File: src/design/obb_cr_pkg.sv
`default_nettype none
package obb_cr_pkg;

  localparam int VERTEX_COUNT = 4;
  localparam int COORD_BITS   = 32;
  localparam int CW           = (COORD_BITS > 32) ? 32 : COORD_BITS;
  localparam int VIDX_W       = $clog2(VERTEX_COUNT);

  localparam int MEL_W      = 17;
  localparam int MEL_SQ_W   = 2 * MEL_W;
  localparam int UNIT_W     = 18;
  localparam int DEPTH_W    = 31;
  localparam int POS_W      = 32;
  localparam int PR_W       = 53;
  localparam int SQ_IN_W    = 62;
  localparam int ROOT_W     = 31;
  localparam int SQRT_STEPS = 31;
  localparam int DIV_STEPS  = 17;
  localparam int CNT_W      = 5;
  localparam int MAG_W      = 30;

  localparam int IN_DATA_W  = 64 * VERTEX_COUNT + 64;
  localparam int OUT_DATA_W = 200;

  typedef enum logic [1:0] {
    MUL_SQ,
    MUL_PROJ,
    MUL_DOT,
    MUL_CORR
  } mul_op_t;

  typedef struct packed {
    logic              load_first;
    logic              load_second;
    logic              rd_sel;
    logic [VIDX_W-1:0] rd_idx;
    logic              edge_latch;
    logic              edge_calc;
    logic              mul_en;
    mul_op_t           mul_op;
    logic              sqrt_init;
    logic              sqrt_step;
    logic              div_init;
    logic              div_step;
    logic              unit_set;
    logic              proj_issue;
    logic              proj_first;
    logic              ovl_eval;
    logic              best_clear;
    logic              fin_init;
    logic              fin_miss;
    logic              dot_eval;
    logic              out_load;
  } cmd_t;

  typedef struct packed {
    logic held_valid;
    logic skip;
    logic ov_nonpos;
  } status_t;

endpackage
`default_nettype wire

File: src/design/obb_cr_ctrl.sv
`default_nettype none
module obb_cr_ctrl (
  input  wire logic                 clk,
  input  wire logic                 rst_n,
  input  wire logic                 in_valid,
  input  wire logic                 in_which,
  output logic                      in_ready,
  output logic                      out_valid,
  input  wire logic                 out_ready,
  input  wire obb_cr_pkg::status_t  status,
  output obb_cr_pkg::cmd_t          cmd
);

  localparam logic [obb_cr_pkg::VIDX_W-1:0] LAST_V =
    obb_cr_pkg::VIDX_W'(obb_cr_pkg::VERTEX_COUNT - 1);

  typedef enum logic [4:0] {
    S_IDLE, S_E0, S_E1, S_SQ, S_SUM, S_SQRT, S_DIVI, S_DIV, S_UNIT,
    S_PROJ, S_DRAIN, S_OVL, S_FIN, S_DOTI, S_DOTE, S_CORR, S_OUT
  } state_t;

  state_t                          state_r;
  logic                            q_r, psel_r, miss_r, out_valid_r;
  logic [obb_cr_pkg::VIDX_W-1:0]   e_r, pidx_r, e_nxt;
  logic [obb_cr_pkg::CNT_W-1:0]    cnt_r;
  logic                            accept, last_axis;

  assign accept    = in_valid && in_ready;
  assign in_ready  = (state_r == S_IDLE);
  assign out_valid = out_valid_r;
  assign e_nxt     = (e_r == LAST_V) ? '0 : e_r + 1'b1;
  assign last_axis = q_r && (e_r == LAST_V);

  always_comb begin
    cmd = '0;
    cmd.mul_op = obb_cr_pkg::MUL_SQ;
    cmd.rd_sel = q_r;
    cmd.rd_idx = e_r;
    unique case (state_r)
      S_IDLE: begin
        cmd.load_first  = accept && !in_which;
        cmd.load_second = accept && in_which;
        cmd.best_clear  = accept;
      end
      S_E0:   cmd.edge_latch = 1'b1;
      S_E1: begin
        cmd.rd_idx    = e_nxt;
        cmd.edge_calc = 1'b1;
      end
      S_SQ:   cmd.mul_en = 1'b1;
      S_SUM:  cmd.sqrt_init = 1'b1;
      S_SQRT: cmd.sqrt_step = 1'b1;
      S_DIVI: cmd.div_init = 1'b1;
      S_DIV:  cmd.div_step = 1'b1;
      S_UNIT: cmd.unit_set = 1'b1;
      S_PROJ: begin
        cmd.rd_sel     = psel_r;
        cmd.rd_idx     = pidx_r;
        cmd.mul_en     = 1'b1;
        cmd.mul_op     = obb_cr_pkg::MUL_PROJ;
        cmd.proj_issue = 1'b1;
        cmd.proj_first = (pidx_r == '0);
      end
      S_DRAIN: ;
      S_OVL:  cmd.ovl_eval = 1'b1;
      S_FIN: begin
        cmd.fin_init = 1'b1;
        cmd.fin_miss = miss_r;
      end
      S_DOTI: begin
        cmd.mul_en = 1'b1;
        cmd.mul_op = obb_cr_pkg::MUL_DOT;
      end
      S_DOTE: cmd.dot_eval = 1'b1;
      S_CORR: begin
        cmd.mul_en = 1'b1;
        cmd.mul_op = obb_cr_pkg::MUL_CORR;
      end
      S_OUT:  cmd.out_load = !out_valid_r || out_ready;
      default: ;
    endcase
  end

  always_ff @(posedge clk) begin
    if (!rst_n) begin
      state_r     <= S_IDLE;
      out_valid_r <= 1'b0;
      q_r         <= 1'b0;
      e_r         <= '0;
      psel_r      <= 1'b0;
      pidx_r      <= '0;
      cnt_r       <= '0;
      miss_r      <= 1'b0;
    end else begin
      // in S_OUT the result register is either loaded or still pending
      if (state_r == S_OUT) out_valid_r <= 1'b1;
      else if (out_valid_r && out_ready) out_valid_r <= 1'b0;
      unique case (state_r)
        S_IDLE: begin
          q_r    <= 1'b0;
          e_r    <= '0;
          miss_r <= accept && in_which && !status.held_valid;
          if (accept && in_which) begin
            if (!status.held_valid) state_r <= S_FIN;
            else state_r <= S_E0;
          end
        end
        S_E0: state_r <= S_E1;
        S_E1: state_r <= S_SQ;
        S_SQ: state_r <= S_SUM;
        S_SUM: begin
          cnt_r <= '0;
          if (status.skip) begin
            if (last_axis) state_r <= S_FIN;
            else state_r <= S_E0;
            q_r <= q_r | (e_r == LAST_V);
            e_r <= e_nxt;
          end else begin
            state_r <= S_SQRT;
          end
        end
        S_SQRT: begin
          cnt_r <= cnt_r + 1'b1;
          if (cnt_r == obb_cr_pkg::CNT_W'(obb_cr_pkg::SQRT_STEPS - 1)) state_r <= S_DIVI;
        end
        S_DIVI: begin
          cnt_r   <= '0;
          state_r <= S_DIV;
        end
        S_DIV: begin
          cnt_r <= cnt_r + 1'b1;
          if (cnt_r == obb_cr_pkg::CNT_W'(obb_cr_pkg::DIV_STEPS - 1)) state_r <= S_UNIT;
        end
        S_UNIT: begin
          psel_r  <= 1'b0;
          pidx_r  <= '0;
          state_r <= S_PROJ;
        end
        S_PROJ: begin
          if (pidx_r == LAST_V) begin
            pidx_r <= '0;
            psel_r <= 1'b1;
            if (psel_r) state_r <= S_DRAIN;
          end else begin
            pidx_r <= pidx_r + 1'b1;
          end
        end
        S_DRAIN: state_r <= S_OVL;
        S_OVL: begin
          if (status.ov_nonpos) begin
            miss_r  <= 1'b1;
            state_r <= S_FIN;
          end else begin
            if (last_axis) state_r <= S_FIN;
            else state_r <= S_E0;
            q_r <= q_r | (e_r == LAST_V);
            e_r <= e_nxt;
          end
        end
        S_FIN:  state_r <= S_DOTI;
        S_DOTI: state_r <= S_DOTE;
        S_DOTE: state_r <= S_CORR;
        S_CORR: state_r <= S_OUT;
        S_OUT: begin
          if (!out_valid_r || out_ready) state_r <= S_IDLE;
        end
        default: state_r <= S_IDLE;
      endcase
    end
  end

  // result register is never overwritten while a transaction is pending
  a_no_overwrite: assert property (@(posedge clk) disable iff (!rst_n)
    (cmd.out_load && out_valid_r) |-> out_ready)
    else $error("result overwritten while pending");

  // a test item with a held quad always starts at the first edge
  a_test_start: assert property (@(posedge clk) disable iff (!rst_n)
    (accept && in_which && status.held_valid) |=> (state_r == S_E0 && !q_r && e_r == '0))
    else $error("test did not start at first edge");

  // a stored first quad produces no result
  a_store_quiet: assert property (@(posedge clk) disable iff (!rst_n)
    (accept && !in_which) |=> (state_r == S_IDLE))
    else $error("store item left idle");

  a_div_bound: assert property (@(posedge clk) disable iff (!rst_n)
    (state_r == S_DIV) |-> (cnt_r < obb_cr_pkg::CNT_W'(obb_cr_pkg::DIV_STEPS)))
    else $error("divider overran");

endmodule
`default_nettype wire

File: config.mk
export PLATFORM = sky130hd
export DESIGN_NAME = obb_cr_ctrl
export DESIGN_NICKNAME = d
export VERILOG_FILES = /design/src/design/obb_cr_pkg.sv /design/src/design/obb_cr_ctrl.sv
export SDC_FILE = /design/constraint.sdc
export NUM_CORES = 1
export LEC_CHECK = 0
export ABC_AREA = 0
export BUFFER_PORTS_ARGS = -buffer_cell sky130_fd_sc_hd__buf_2
export CORE_ASPECT_RATIO = 1.4
export CORE_MARGIN = 4
export CORE_UTILIZATION = 35
export CTS_CLUSTER_SIZE = 20
export DETAILED_ROUTE_END_ITERATION = 8
export PLACE_DENSITY = 0.62
export SYNTH_ARGS = -nofsm -noshare
export SYNTH_HDL_FRONTEND = slang
export SYNTH_SLANG_ARGS = --single-unit
File: constraint.sdc
create_clock -name clk -period 4.7 [get_ports clk]
set_input_delay 0.705 -clock clk [delete_from_list [all_inputs] [get_ports clk]]
set_output_delay 0.705 -clock clk [all_outputs]
set_load 0.01 [all_outputs]
==> summary.txt <==
Run status
  – Status: complete, no violations

Detailed routing
  – Vias: 1409
  – First-pass DRT Iterations: 4
  – # DRC: 0
  – DRT Wirelength: 3689 um
  – Routed vias/inst: roughly 5.6
  – Antenna viol nets, final: 0
  – DRT iter0 DRCs: 54
  – Post-DR wirelength/cell: between 10 and 15 um

Synthesis
  – Yosys warns: 0
  – Post-synth EDFFs: 0
  – Yosys reg bits: 18
  – Top cells by area, synth: dfxtp_1, nor2_1, ha_1, nand2_1, nor2b_1
  – Yosys top cell area share: 0.2604
  – Syn Inst Count: around 190
  – Avg Cell Area, Syn: 7.361 um^2
  – Seq/Total Area, Yosys: 0.2604
  – Mapped cell area: about 1400 um^2
  – Synth async-reset ratio: 0
  – Synth top cells by count: nor2_1, dfxtp_1, nand2_1, nor2b_1, a21oi_1
  – Synth Flop Type: dfxtp_1
  – Post-synthesis net count: around 200
  – Distinct cells, synth: 51
  – Area leader, netlist: dfxtp_1
  – Cell with the most instances after synthesis: nor2_1

Clock tree
  – CTS root buf: clkbuf_8
  – Post-CTS setup buffers: 0
  – Number of gates resized after cts: 0
  – Clock Pin Slew Worst Setup and Hold Paths: approximately 0.070 ns
  – CTS tree: done
  – Sink Count: 18
  – # hold bufs at CTS: 0
  – CTS Buf Count: 3
  – Bufs on Longest Clock Path: 2
  – Worst skew pair latency: ~0.26 ns
  – # H-tree levels: 1

Worst setup path
  – CP required: ~4.0 ns
  – Crit Path Max Fanout: 13
  – Reg2reg setup slack: ~2.6 ns
  – CP Class: flip-flop to output port
  – Critical path endpoint category: output port
  – Crit start category: flip-flop
  – R2R depth: 5
  – Reg2Reg Launch Point: state_r[3]
  – WP data arrival: about 2.3 ns
  – R2r endpoint: state_r[3]

Timing
  – Setup TNS: 0 ns
  – Fin. max-slew vios: 0
  – Setup-failing EPs final: 0
  – Crit share post-route: 0.6465
  – Hold Fails Final Rpt: 0
  – Crit path time final: a little over 3 ns
  – Final Skew: approximately 0.0035 ns
  – Fmax: roughly 0.33 GHz
  – RSZ-0062 raised after global routing: false
  – Worst-margin pin slew: 0.6837 ns
  – Max transition margin: 0.5435
  – Setup ws final: between 1.5 and 2 ns

Finish
  – Fin nets: about 230
  – N_diodes: 0
  – Area grow syn2layout: 13.65%
  – Layout cells sized above 1: 0.2048
  – Final Core Density: 0.4204

Job
  – Max Cap Violations: 0

Floorplanning
  – IO Pins: 33
  – FP Rows: 26
  – Chip width: ~61 um
  – Initial Utilization: 0.3699
  – Core footprint: around 3700 um^2
  – Total die area: just over 5000 um^2
  – Chip height: a little over 80 um

Global routing
  – Initial antenna violation count: 0
  – Largest net degree at the start of global routing: 23
  – GR Overflow Total: 0
  – All-Layer GR Usage: 0.1586
  – Global-route wire length before repair: 6106 um
  – Vias in the first global route: 1360

Placement
  – Port Buffers: 32
  – RePlAce Congestion: approximately 0.80
  – DP HPWL: approximately 2800 um
  – Place WS: 1.960 ns

Power
  – Leakage: 0.0006980 uW
  – Cell Pwr Density: approximately 450 nW/um^2
  – VDD IR max: about 0.24 mV

Hold path
  – Min-delay src: pidx_r[1]
  – Hold path cells: 2
  – HP Class: flip-flop to flip-flop
  – Hold Crit Endpoint: pidx_r[1]
==> cell usage in the layout (no fill, tap or decap), drive strengths merged, types with 2 or more instances in the layout <==
cell,netlist,routed
a21boi,6,6
a21o,2,2
a21oi,9,9
a221o,2,2
a22oi,2,2
a31oi,2,2
a32oi,2,2
and2,5,5
and3,3,3
buf,9,32
clkbuf,4,3
dfxtp,18,18
ha,6,6
inv,9,9
nand2,17,17
nand2b,7,7
nand3,6,6
nor2,22,22
nor2b,10,10
nor3,8,8
nor3b,2,2
o211a,2,2
o21ai,6,6
o22ai,4,4
or2,4,4
or3,3,3
or3b,2,2
==> final cells by class <==
type | instances | area [um^2]
clock buffers | 3 | 41.29
fillers | 398 | 2168
inverters | 9 | 36.28
multi-input cells | 148 | 922.1
flip-flops and latches | 18 | 360.3
well taps | 42 | 52.55
repair buffers | 32 | 160.2
==> how the worst max path moves through the flow <==
stage / start / end / cells past startpoint
final: state_r[3] / cmd[18] / 6
after global routing: state_r[3] / cmd[18] / 6
after CTS: state_r[3] / cmd[18] / 6
after detailed placement: state_r[3] / cmd[18] / 6
after global placement: state_r[3] / cmd[18] / 6
after floorplan: state_r[1] / cmd[22] / 7
==> worst max-delay path, stage by stage (launching register included) <==
cell	delay, ns
dfxtp_1	0.56
or3b_1	0.49
or2_1	0.38
inv_4	0.11
nor2_2	0.05
a221o_1	0.34
buf_2	0.14
==> power breakdown <==
group,internal (uW),switching [uW]
logic,152,214
clock network,57.1,53.9
registers,171,62.7
==> per-layer routing <==
layer  GRT usage  up-vias  wire length [um]
li1            -      709                 -
met1      0.1805      643              1433
met2      0.2828       44              1944
met3     0.02333       13               184
met4     0.07158        0               127
met5           0        -                 0
==> state kept, by name, indices dropped and copies added, names as in the netlist <==
register	count
psel_r	1
cnt_r	5
pidx_r	2
e_r	2
miss_r	1
out_valid	1
q_r	1
state_r	5
==> cell families after synthesis <==
group	count (synthesis)	share of synthesized area
xor+xnor	1	0.006330
buf+inv	22	0.07323
compound gates	43	0.2206
mux	2	0.01537
flops	18	0.2604
simple gates	96	0.3698
fa+ha+maj	6	0.05425
==> per-stage QoR <==
step	total power (uW)	cell area [um^2]	hold WS (ns)	cells
after global routing	762.1	1573	0.5026	252
after global placement	597.7	1531	0.4734	249
final	711.1	1573	0.4928	252
after CTS	710.3	1573	0.4880	252
after floorplan	504.1	1384	0.4578	188
after detailed placement	599.9	1531	0.4781	249
Power figures use the tool's default switching activity.
